<file path="config.mk">
export PLATFORM = sky130hd
export DESIGN_NAME = dedup_round_robin_pick_table
export DESIGN_NICKNAME = d
export VERILOG_FILES = /design/src/rrpt_pkg.sv /design/src/rrpt_ram.sv /design/src/rrpt_mod.sv /design/src/dedup_round_robin_pick_table.sv
export SDC_FILE = /design/constraint.sdc
export NUM_CORES = 1
export LEC_CHECK = 0
export BUFFER_PORTS_ARGS = -buffer_cell sky130_fd_sc_hd__buf_4
export CORE_ASPECT_RATIO = 0.9
export CORE_MARGIN = 2
export CORE_UTILIZATION = 43
export DETAILED_ROUTE_END_ITERATION = 10
export REMOVE_ABC_BUFFERS = 1
export SLEW_MARGIN = 20
export SYNTH_ARGS = -nofsm -noshare
export SYNTH_HDL_FRONTEND = slang
export SYNTH_SLANG_ARGS = --single-unit
</file>
<file path="constraint.sdc">
create_clock -name clk -period 4.13 [get_ports clk]
set_clock_uncertainty 0.2 [all_clocks]
set_input_delay 0 -clock clk [delete_from_list [all_inputs] [get_ports clk]]
set_output_delay 0 -clock clk [all_outputs]
set_load 0.005 [all_outputs]
</file>
<file path="src/rrpt_pkg.sv">
// rrpt_pkg: command, status and sequencer state types for the pick table
`default_nettype none
package rrpt_pkg;

  typedef enum logic [1:0] {
    CMD_ADD    = 2'd0,
    CMD_REMOVE = 2'd1,
    CMD_NEXT   = 2'd2,
    CMD_RANDOM = 2'd3
  } cmd_t;

  typedef enum logic [1:0] {
    STATUS_OK   = 2'd0,
    STATUS_MISS = 2'd1,
    STATUS_FULL = 2'd2
  } status_t;

  typedef enum logic [2:0] {
    ST_IDLE,
    ST_SEARCH,
    ST_SHIFT,
    ST_MOD,
    ST_PICK,
    ST_RESULT
  } state_t;

  localparam int unsigned SpotWidth  = 16;
  localparam int unsigned SkipWidth  = 8;
  localparam int unsigned RandWidth  = 16;
  localparam int unsigned CountWidth = 6;

endpackage
`default_nettype wire

</file>
<file path="src/rrpt_ram.sv">
// rrpt_ram: generic single write, single read ram with registered read data
`default_nettype none
module rrpt_ram #(
  parameter int unsigned WIDTH = 16,
  parameter int unsigned DEPTH = 32,
  localparam int unsigned AW = (DEPTH > 1) ? $clog2(DEPTH) : 1
) (
  input  wire logic             clk,
  input  wire logic             wr_en,
  input  wire logic [AW-1:0]    wr_addr,
  input  wire logic [WIDTH-1:0] wr_data,
  input  wire logic [AW-1:0]    rd_addr,
  output logic      [WIDTH-1:0] rd_data
);

  logic [WIDTH-1:0] mem [DEPTH];

  always_ff @(posedge clk) begin
    if (wr_en) begin
      mem[wr_addr] <= wr_data;
    end
    rd_data <= mem[rd_addr];
  end

endmodule
`default_nettype wire

</file>
<file path="src/rrpt_mod.sv">
// rrpt_mod: bit-serial restoring remainder unit, one numerator bit per cycle
`default_nettype none
module rrpt_mod #(
  parameter int unsigned NUM_W = 16,
  parameter int unsigned DEN_W = 6
) (
  input  wire logic             clk,
  input  wire logic             rst,
  input  wire logic             start,
  input  wire logic [NUM_W-1:0] num,
  input  wire logic [DEN_W-1:0] den,
  output logic                  done,
  output logic      [DEN_W-1:0] rem
);

  localparam int unsigned CNT_W = $clog2(NUM_W + 1);

  logic             busy;
  logic [CNT_W-1:0] cnt;
  logic [NUM_W-1:0] num_sh;
  logic [DEN_W:0]   trial;
  logic [DEN_W:0]   den_ext;

  assign trial   = {rem, num_sh[NUM_W-1]};
  assign den_ext = {1'b0, den};

  always_ff @(posedge clk) begin
    if (rst) begin
      busy <= 1'b0;
      done <= 1'b0;
    end else begin
      done <= busy && (cnt == CNT_W'(1));
      if (start) begin
        busy <= 1'b1;
      end else if (busy && (cnt == CNT_W'(1))) begin
        busy <= 1'b0;
      end
    end
  end

  always_ff @(posedge clk) begin
    if (start) begin
      rem    <= '0;
      num_sh <= num;
      cnt    <= CNT_W'(NUM_W);
    end else if (busy) begin
      if (trial >= den_ext) begin
        rem <= DEN_W'(trial - den_ext);
      end else begin
        rem <= trial[DEN_W-1:0];
      end
      num_sh <= {num_sh[NUM_W-2:0], 1'b0};
      cnt    <= cnt - CNT_W'(1);
    end
  end

endmodule
`default_nettype wire

</file>
<file path="src/dedup_round_robin_pick_table.sv">
// dedup_round_robin_pick_table: ordered unique-id table with round-robin and random pick
//
//  channel | direction | handshake           | fields
//  in      | request   | in_valid / in_stall | command spot_id skip_limit random_value
//  out     | result    | out_valid/out_stall | status picked_id entry_count
//
// one request at a time; add scans the table in ram at one entry a cycle;
// remove scans the same way, then shifts every entry behind the hit down by one place
// next passes through the pick state when it gives an entry; random waits on the remainder unit
// reset clears count, cursor, skip counter and pick flag; ram contents undefined
// a held result in the output register delays only the finish of the following request
`default_nettype none
module dedup_round_robin_pick_table
  import rrpt_pkg::*;
#(
  parameter int unsigned TABLE_DEPTH = 32,
  parameter int unsigned ID_WIDTH    = 16
) (
  input  wire logic                  clk,
  input  wire logic                  rst,
  input  wire logic                  in_valid,
  output logic                       in_stall,
  input  wire logic [1:0]            command,
  input  wire logic [SpotWidth-1:0]  spot_id,
  input  wire logic [SkipWidth-1:0]  skip_limit,
  input  wire logic [RandWidth-1:0]  random_value,
  output logic                       out_valid,
  input  wire logic                  out_stall,
  output logic [1:0]                 status,
  output logic [SpotWidth-1:0]       picked_id,
  output logic [CountWidth-1:0]      entry_count
);

  localparam int unsigned AW = (TABLE_DEPTH > 1) ? $clog2(TABLE_DEPTH) : 1;
  localparam int unsigned CW = $clog2(TABLE_DEPTH + 1);

  state_t state, state_next;

  cmd_t                cmd, cmd_next;
  logic [ID_WIDTH-1:0] id_reg, id_next;
  logic [CW-1:0]       count, count_next;
  logic [AW-1:0]       cursor, cursor_next;
  logic [SkipWidth-1:0] skip, skip_next;
  logic                picked_once, picked_once_next;
  logic [CW-1:0]       scan_idx, scan_next;
  logic [AW-1:0]       cmp_idx, cmp_next;
  logic [AW-1:0]       wr_idx, wr_next;
  logic [AW-1:0]       pos, pos_next;
  logic                rd_pending, rd_pending_next;
  status_t             res_status, res_status_next;
  logic [SpotWidth-1:0] res_picked, res_picked_next;

  logic                mem_we;
  logic [AW-1:0]       mem_waddr;
  logic [ID_WIDTH-1:0] mem_wdata;
  logic [AW-1:0]       mem_raddr;
  logic [ID_WIDTH-1:0] mem_rdata;

  logic                mod_start;
  logic                mod_done;
  logic [CW-1:0]       mod_rem;

  logic [ID_WIDTH+SpotWidth-1:0] id_ext;
  logic [ID_WIDTH-1:0]           id_in;
  logic [ID_WIDTH+SpotWidth-1:0] pick_ext;
  logic [CW+CountWidth-1:0]      count_ext;

  logic                hit;
  logic                out_free;
  logic [AW-1:0]       at;
  logic [CW-1:0]       at_inc;
  logic [SkipWidth:0]  raised;
  logic [AW-1:0]       cur_adj;

  status_t              out_status;
  logic [SpotWidth-1:0] out_picked;
  logic [CountWidth-1:0] out_count;

  assign id_ext    = {{ID_WIDTH{1'b0}}, spot_id};
  assign id_in     = id_ext[ID_WIDTH-1:0];
  assign pick_ext  = {{SpotWidth{1'b0}}, mem_rdata};
  assign count_ext = {{CountWidth{1'b0}}, count};

  assign hit      = rd_pending && (mem_rdata == id_reg);
  assign out_free = !out_valid || !out_stall;
  assign in_stall = (state != ST_IDLE);

  assign at      = (CW'(cursor) < count) ? cursor : '0;
  assign at_inc  = CW'(at) + CW'(1);
  assign raised  = {1'b0, skip} + (SkipWidth+1)'(1);
  assign cur_adj = (cursor > pos) ? (cursor - AW'(1)) : cursor;

  rrpt_ram #(
    .WIDTH (ID_WIDTH),
    .DEPTH (TABLE_DEPTH)
  ) u_ram (
    .clk     (clk),
    .wr_en   (mem_we),
    .wr_addr (mem_waddr),
    .wr_data (mem_wdata),
    .rd_addr (mem_raddr),
    .rd_data (mem_rdata)
  );

  rrpt_mod #(
    .NUM_W (RandWidth),
    .DEN_W (CW)
  ) u_mod (
    .clk   (clk),
    .rst   (rst),
    .start (mod_start),
    .num   (random_value),
    .den   (count),
    .done  (mod_done),
    .rem   (mod_rem)
  );

  always_comb begin
    state_next       = state;
    cmd_next         = cmd;
    id_next          = id_reg;
    count_next       = count;
    cursor_next      = cursor;
    skip_next        = skip;
    picked_once_next = picked_once;
    scan_next        = scan_idx;
    cmp_next         = cmp_idx;
    wr_next          = wr_idx;
    pos_next         = pos;
    rd_pending_next  = rd_pending;
    res_status_next  = res_status;
    res_picked_next  = res_picked;
    mem_we           = 1'b0;
    mem_waddr        = wr_idx;
    mem_wdata        = mem_rdata;
    mem_raddr        = scan_idx[AW-1:0];
    mod_start        = 1'b0;

    case (state)
      ST_IDLE: begin
        if (in_valid) begin
          cmd_next        = cmd_t'(command);
          id_next         = id_in;
          scan_next       = '0;
          rd_pending_next = 1'b0;
          res_status_next = STATUS_MISS;
          res_picked_next = '0;
          state_next      = ST_RESULT;
          case (cmd_t'(command))
            CMD_ADD, CMD_REMOVE: begin
              state_next = ST_SEARCH;
            end
            CMD_NEXT: begin
              if (count != '0) begin
                if (raised > {1'b0, skip_limit}) begin
                  mem_raddr        = at;
                  skip_next        = '0;
                  picked_once_next = 1'b1;
                  cursor_next      = (at_inc >= count) ? '0 : AW'(at_inc);
                  state_next       = ST_PICK;
                end else begin
                  skip_next = raised[SkipWidth-1:0];
                end
              end
            end
            CMD_RANDOM: begin
              if ((count != '0) && !picked_once) begin
                mod_start        = 1'b1;
                picked_once_next = 1'b1;
                state_next       = ST_MOD;
              end
            end
            default: begin
              state_next = ST_RESULT;
            end
          endcase
        end
      end

      ST_SEARCH: begin
        if (hit) begin
          pos_next        = cmp_idx;
          rd_pending_next = 1'b0;
          if (cmd == CMD_ADD) begin
            res_status_next = STATUS_MISS;
            state_next      = ST_RESULT;
          end else begin
            scan_next  = CW'(cmp_idx) + CW'(1);
            state_next = ST_SHIFT;
          end
        end else if ((scan_idx == count) && !rd_pending) begin
          if (cmd == CMD_ADD) begin
            if (count == CW'(TABLE_DEPTH)) begin
              res_status_next = STATUS_FULL;
            end else begin
              mem_we          = 1'b1;
              mem_waddr       = count[AW-1:0];
              mem_wdata       = id_reg;
              count_next      = count + CW'(1);
              res_status_next = STATUS_OK;
            end
          end else begin
            res_status_next = STATUS_MISS;
          end
          state_next = ST_RESULT;
        end else if (scan_idx < count) begin
          mem_raddr       = scan_idx[AW-1:0];
          rd_pending_next = 1'b1;
          cmp_next        = scan_idx[AW-1:0];
          scan_next       = scan_idx + CW'(1);
        end else begin
          rd_pending_next = 1'b0;
        end
      end

      ST_SHIFT: begin
        if (rd_pending) begin
          mem_we    = 1'b1;
          mem_waddr = wr_idx;
          mem_wdata = mem_rdata;
        end
        if (scan_idx < count) begin
          mem_raddr       = scan_idx[AW-1:0];
          wr_next         = AW'(scan_idx - CW'(1));
          rd_pending_next = 1'b1;
          scan_next       = scan_idx + CW'(1);
        end else begin
          rd_pending_next = 1'b0;
          if (!rd_pending) begin
            count_next      = count - CW'(1);
            cursor_next     = (CW'(cur_adj) >= (count - CW'(1))) ? '0 : cur_adj;
            res_status_next = STATUS_OK;
            state_next      = ST_RESULT;
          end
        end
      end

      ST_MOD: begin
        if (mod_done) begin
          mem_raddr  = AW'(mod_rem);
          state_next = ST_PICK;
        end
      end

      ST_PICK: begin
        res_picked_next = pick_ext[SpotWidth-1:0];
        res_status_next = STATUS_OK;
        state_next      = ST_RESULT;
      end

      ST_RESULT: begin
        if (out_free) begin
          state_next = ST_IDLE;
        end
      end

      default: begin
        state_next = ST_IDLE;
      end
    endcase
  end

  always_ff @(posedge clk) begin
    if (rst) begin
      state <= ST_IDLE;
    end else begin
      state <= state_next;
    end
  end

  always_ff @(posedge clk) begin
    if (rst) begin
      count       <= '0;
      cursor      <= '0;
      skip        <= '0;
      picked_once <= 1'b0;
      rd_pending  <= 1'b0;
    end else begin
      count       <= count_next;
      cursor      <= cursor_next;
      skip        <= skip_next;
      picked_once <= picked_once_next;
      rd_pending  <= rd_pending_next;
    end
  end

  always_ff @(posedge clk) begin
    cmd        <= cmd_next;
    id_reg     <= id_next;
    scan_idx   <= scan_next;
    cmp_idx    <= cmp_next;
    wr_idx     <= wr_next;
    pos        <= pos_next;
    res_status <= res_status_next;
    res_picked <= res_picked_next;
  end

  // output register
  always_ff @(posedge clk) begin
    if (rst) begin
      out_valid <= 1'b0;
    end else if ((state == ST_RESULT) && out_free) begin
      out_valid <= 1'b1;
    end else if (!out_stall) begin
      out_valid <= 1'b0;
    end
  end

  always_ff @(posedge clk) begin
    if ((state == ST_RESULT) && out_free) begin
      out_status <= res_status;
      out_picked <= res_picked;
      out_count  <= count_ext[CountWidth-1:0];
    end
  end

  assign status      = out_status;
  assign picked_id   = out_picked;
  assign entry_count = out_count;

endmodule
`default_nettype wire
</file>
==> metrics <==
status=finished, violations left; violated checks=DRC, setup timing; PortBufs=71; reg-to-reg slack, setup=-0.04 ns; unrepaired setup endpoints after global routing=yes; slowest stage cell, crit path=dfxtp_4; GP Congestion=0.888; Final Hold Vio Count=0; most common cell after layout, fill and taps aside=edfxtp_1; Max H-tree Level=3; Netlist cell types=67; CTS root buffer=clkbuf_16; Power Total=23.7 mW; Chip Height=249 microns; FFs w/ async S/R, synth=0; DR pass1 iterations=8; n_diodes=0; Worst setup EP type=flip-flop; max reg flops=512; core box area=65700 sq um; Slew Limit Fails=0; Routed met3 length=6680 microns; area of the die=68500 sq um; cells after synthesis=2257; commonest cells after routing, fill and taps aside=edfxtp_1 (609), buf_4 (267), nand2_1 (244), and3_1 (171), o21ai_0 (165); R2R Path Start=skip[1]; Initial Util=0.435; CTS max path bufs=3; Worst Path Required=4.47 ns; chip width=276 microns; Synth Register Bits=663; cell depth of the worst hold path=4; grt total ovfl=0; ys flop type=edfxtp_1; gr usage total=0.238; via count of the routed design=20.6k; clock buffer count from CTS=71; Worst setup SP type=flip-flop; VDD IR max=0.000405 V; Fmax=0.240 GHz; CTS tree=yes; synth-to-layout area growth=25.5%; max-cap violations=0; Top reg by flops=u_ram.mem; Detail Route Antenna Nets=0; Layout Cells excl Fill=3495; vias in the first global route=19.6k; crit path kind=reg2reg; highest metal used=met4; Worst R2R End=u_ram.rd_data[5]; cells along the critical path=and3_4 > nand3_4 > nor2_4 > xor2_2 > ha_1 > buf_4 > buf_4 > a21oi_1 > and3_4 > a21oi_4 > buf_12 > mux2i_4 > buf_4 > nor2_4 > buf_6 > buf_4 > nand2_1 > a32oi_2 > o21ai_2 > buf_4 > nor3_2; Mean Syn Cell Area=12.7 sq um; worst-margin pin slew=0.965 ns; nets=2672; hold path start=random_value[9]; Iter 0 DRT Violations=2621; fraction of layout cells with a size suffix above 1=0.215; initial antenna violation count=1; met2 WL post-DR=38600 microns; Hold Path Class=in2reg; Worst Path Max Fanout=18; Leakage Power=12.8 nW; sequential fraction of the synthesis area=0.678; Crit path top cell by count=buf_4; DRT met1 WL=37700 microns; final setup margin=-0.0387 ns; DR DRC count=7; minimum clock period=4.17 ns; Slew headroom=0.356; Ports=72; power density over the cells=661 nW/um^2; placed cell count=3262; Post-synth EDFFs=609; DP HPWL=51700 microns; Clock Pin Slew Worst Setup and Hold Paths=0.07 ns; setup_tns=-0.0573 ns; Clock Sinks=663; largest net degree at the start of global routing=78; hold path endpoint=u_mod.num_sh[9]; Worst-Skew Late Latency=0.62 ns; period utilization=1.01; Via density=5.89; CP arrival=4.51 ns; first-pass GRT wire length=123000 microns; final count of negative-setup-slack endpoints=2; YS warnings=0; Detailed Route WL=84900 microns; Rows=89; Synth Cell Area=28600 sq um; routed length per instance=24.3 microns; Reg2Reg Depth=21; Max stage delay on crit path=0.37 ns
metal layers:
layer | GRT usage | vias up
met1 | 0.357 | 10300
met2 | 0.362 | 912
li1 | - | 9239
met5 | 0 | -
met3 | 0.0356 | 131
met4 | 0.0627 | 0
cell usage after synthesis (all sizes together), types with 41 or more instances:
cell    count  area share
a211oi    143       0.038
a21oi      75       0.014
and3      174       0.038
buf        55       0.012
clkbuf    101       0.013
dfxtp      54       0.038
edfxtp    609        0.64
ha         50       0.022
inv        41      0.0054
nand2     248       0.033
nand3      88       0.016
nor2       91       0.012
o21ai     241       0.043
area by class of cell:
| type | instances | area (sq um) |
|---|---|---|
| fillers | 5363 | 29800 |
| flip-flops and latches | 663 | 19400 |
| multi-input cells | 1397 | 8990 |
| repair buffers | 401 | 3960 |
| clock buffers | 88 | 1920 |
| well taps | 864 | 1080 |
| clock inverters | 41 | 389 |
| inverters | 41 | 154 |
metrics by stage:
step | util | hold slack (ns) | instance area (sq um) | setup slack (ns)
floorplan | - | -0.131 | 27900 | -4.04
global placement | 0.483 | -0.0204 | 31700 | -0.438
detailed placement | 0.483 | -0.0205 | 31700 | -0.537
CTS | 0.534 | 0.00115 | 35100 | 0.000133
global route | 0.546 | 0.0434 | 35900 | -0.182
finish | 0.546 | 0.0136 | 35900 | -0.0387
logic make-up after synthesis:
family | count (synthesis) | share of synthesized area
multiplexers | 12 | 0.00455
buffers and inverters | 197 | 0.0306
AO/OA/AOI/OAI | 568 | 0.126
AND/OR/NAND/NOR | 714 | 0.123
flip-flops | 663 | 0.678
adder cells (fa/ha/maj) | 51 | 0.0226
XOR/XNOR | 52 | 0.0159
where the power goes:
part           switching, mW  leakage (nW)  total (mW)  internal (mW)
Sequential             0.355          5.93        8.78           8.42
Clock                   2.73          1.13        6.34           3.61
Combinational           5.18          5.76        8.60           3.42
critical path: cells and delay by family, from the launching register on:
kind,cells,cell delay (ns)
adder cells (fa/ha/maj),1,0.27
AND/OR/NAND/NOR,7,1.09
multiplexers,1,0.20
XOR/XNOR,1,0.16
AO/OA/AOI/OAI,4,0.62
buffers and inverters,7,1.15
flip-flops,1,0.37
timing repair:
action,4_1_cts,5_1_grt
hold endpoints to repair,119,0
resized for setup,51,113
gates cloned,2,9
setup buffers,11,16
pin swaps,18,48
endpoints found under the setup margin,16,16
hold buffers,67,0
how the worst max path moves through the flow:
stage / start / end / slack, ns / depth (start not counted)
5_1_grt: skip[0] / u_ram.rd_data[8] / -0.18 / 20
4_1_cts: skip[1] / u_ram.rd_data[14] / 0.0001 / 20
3_5_place_dp: skip[0] / u_ram.rd_data[7] / -0.54 / 17
3_3_place_gp: skip[0] / u_ram.rd_data[7] / -0.44 / 17
6_report: skip[1] / u_ram.rd_data[5] / -0.04 / 21
2_1_floorplan: skip[0] / u_ram.rd_data[10] / -4.04 / 15
(Power assumes the default switching activity.)
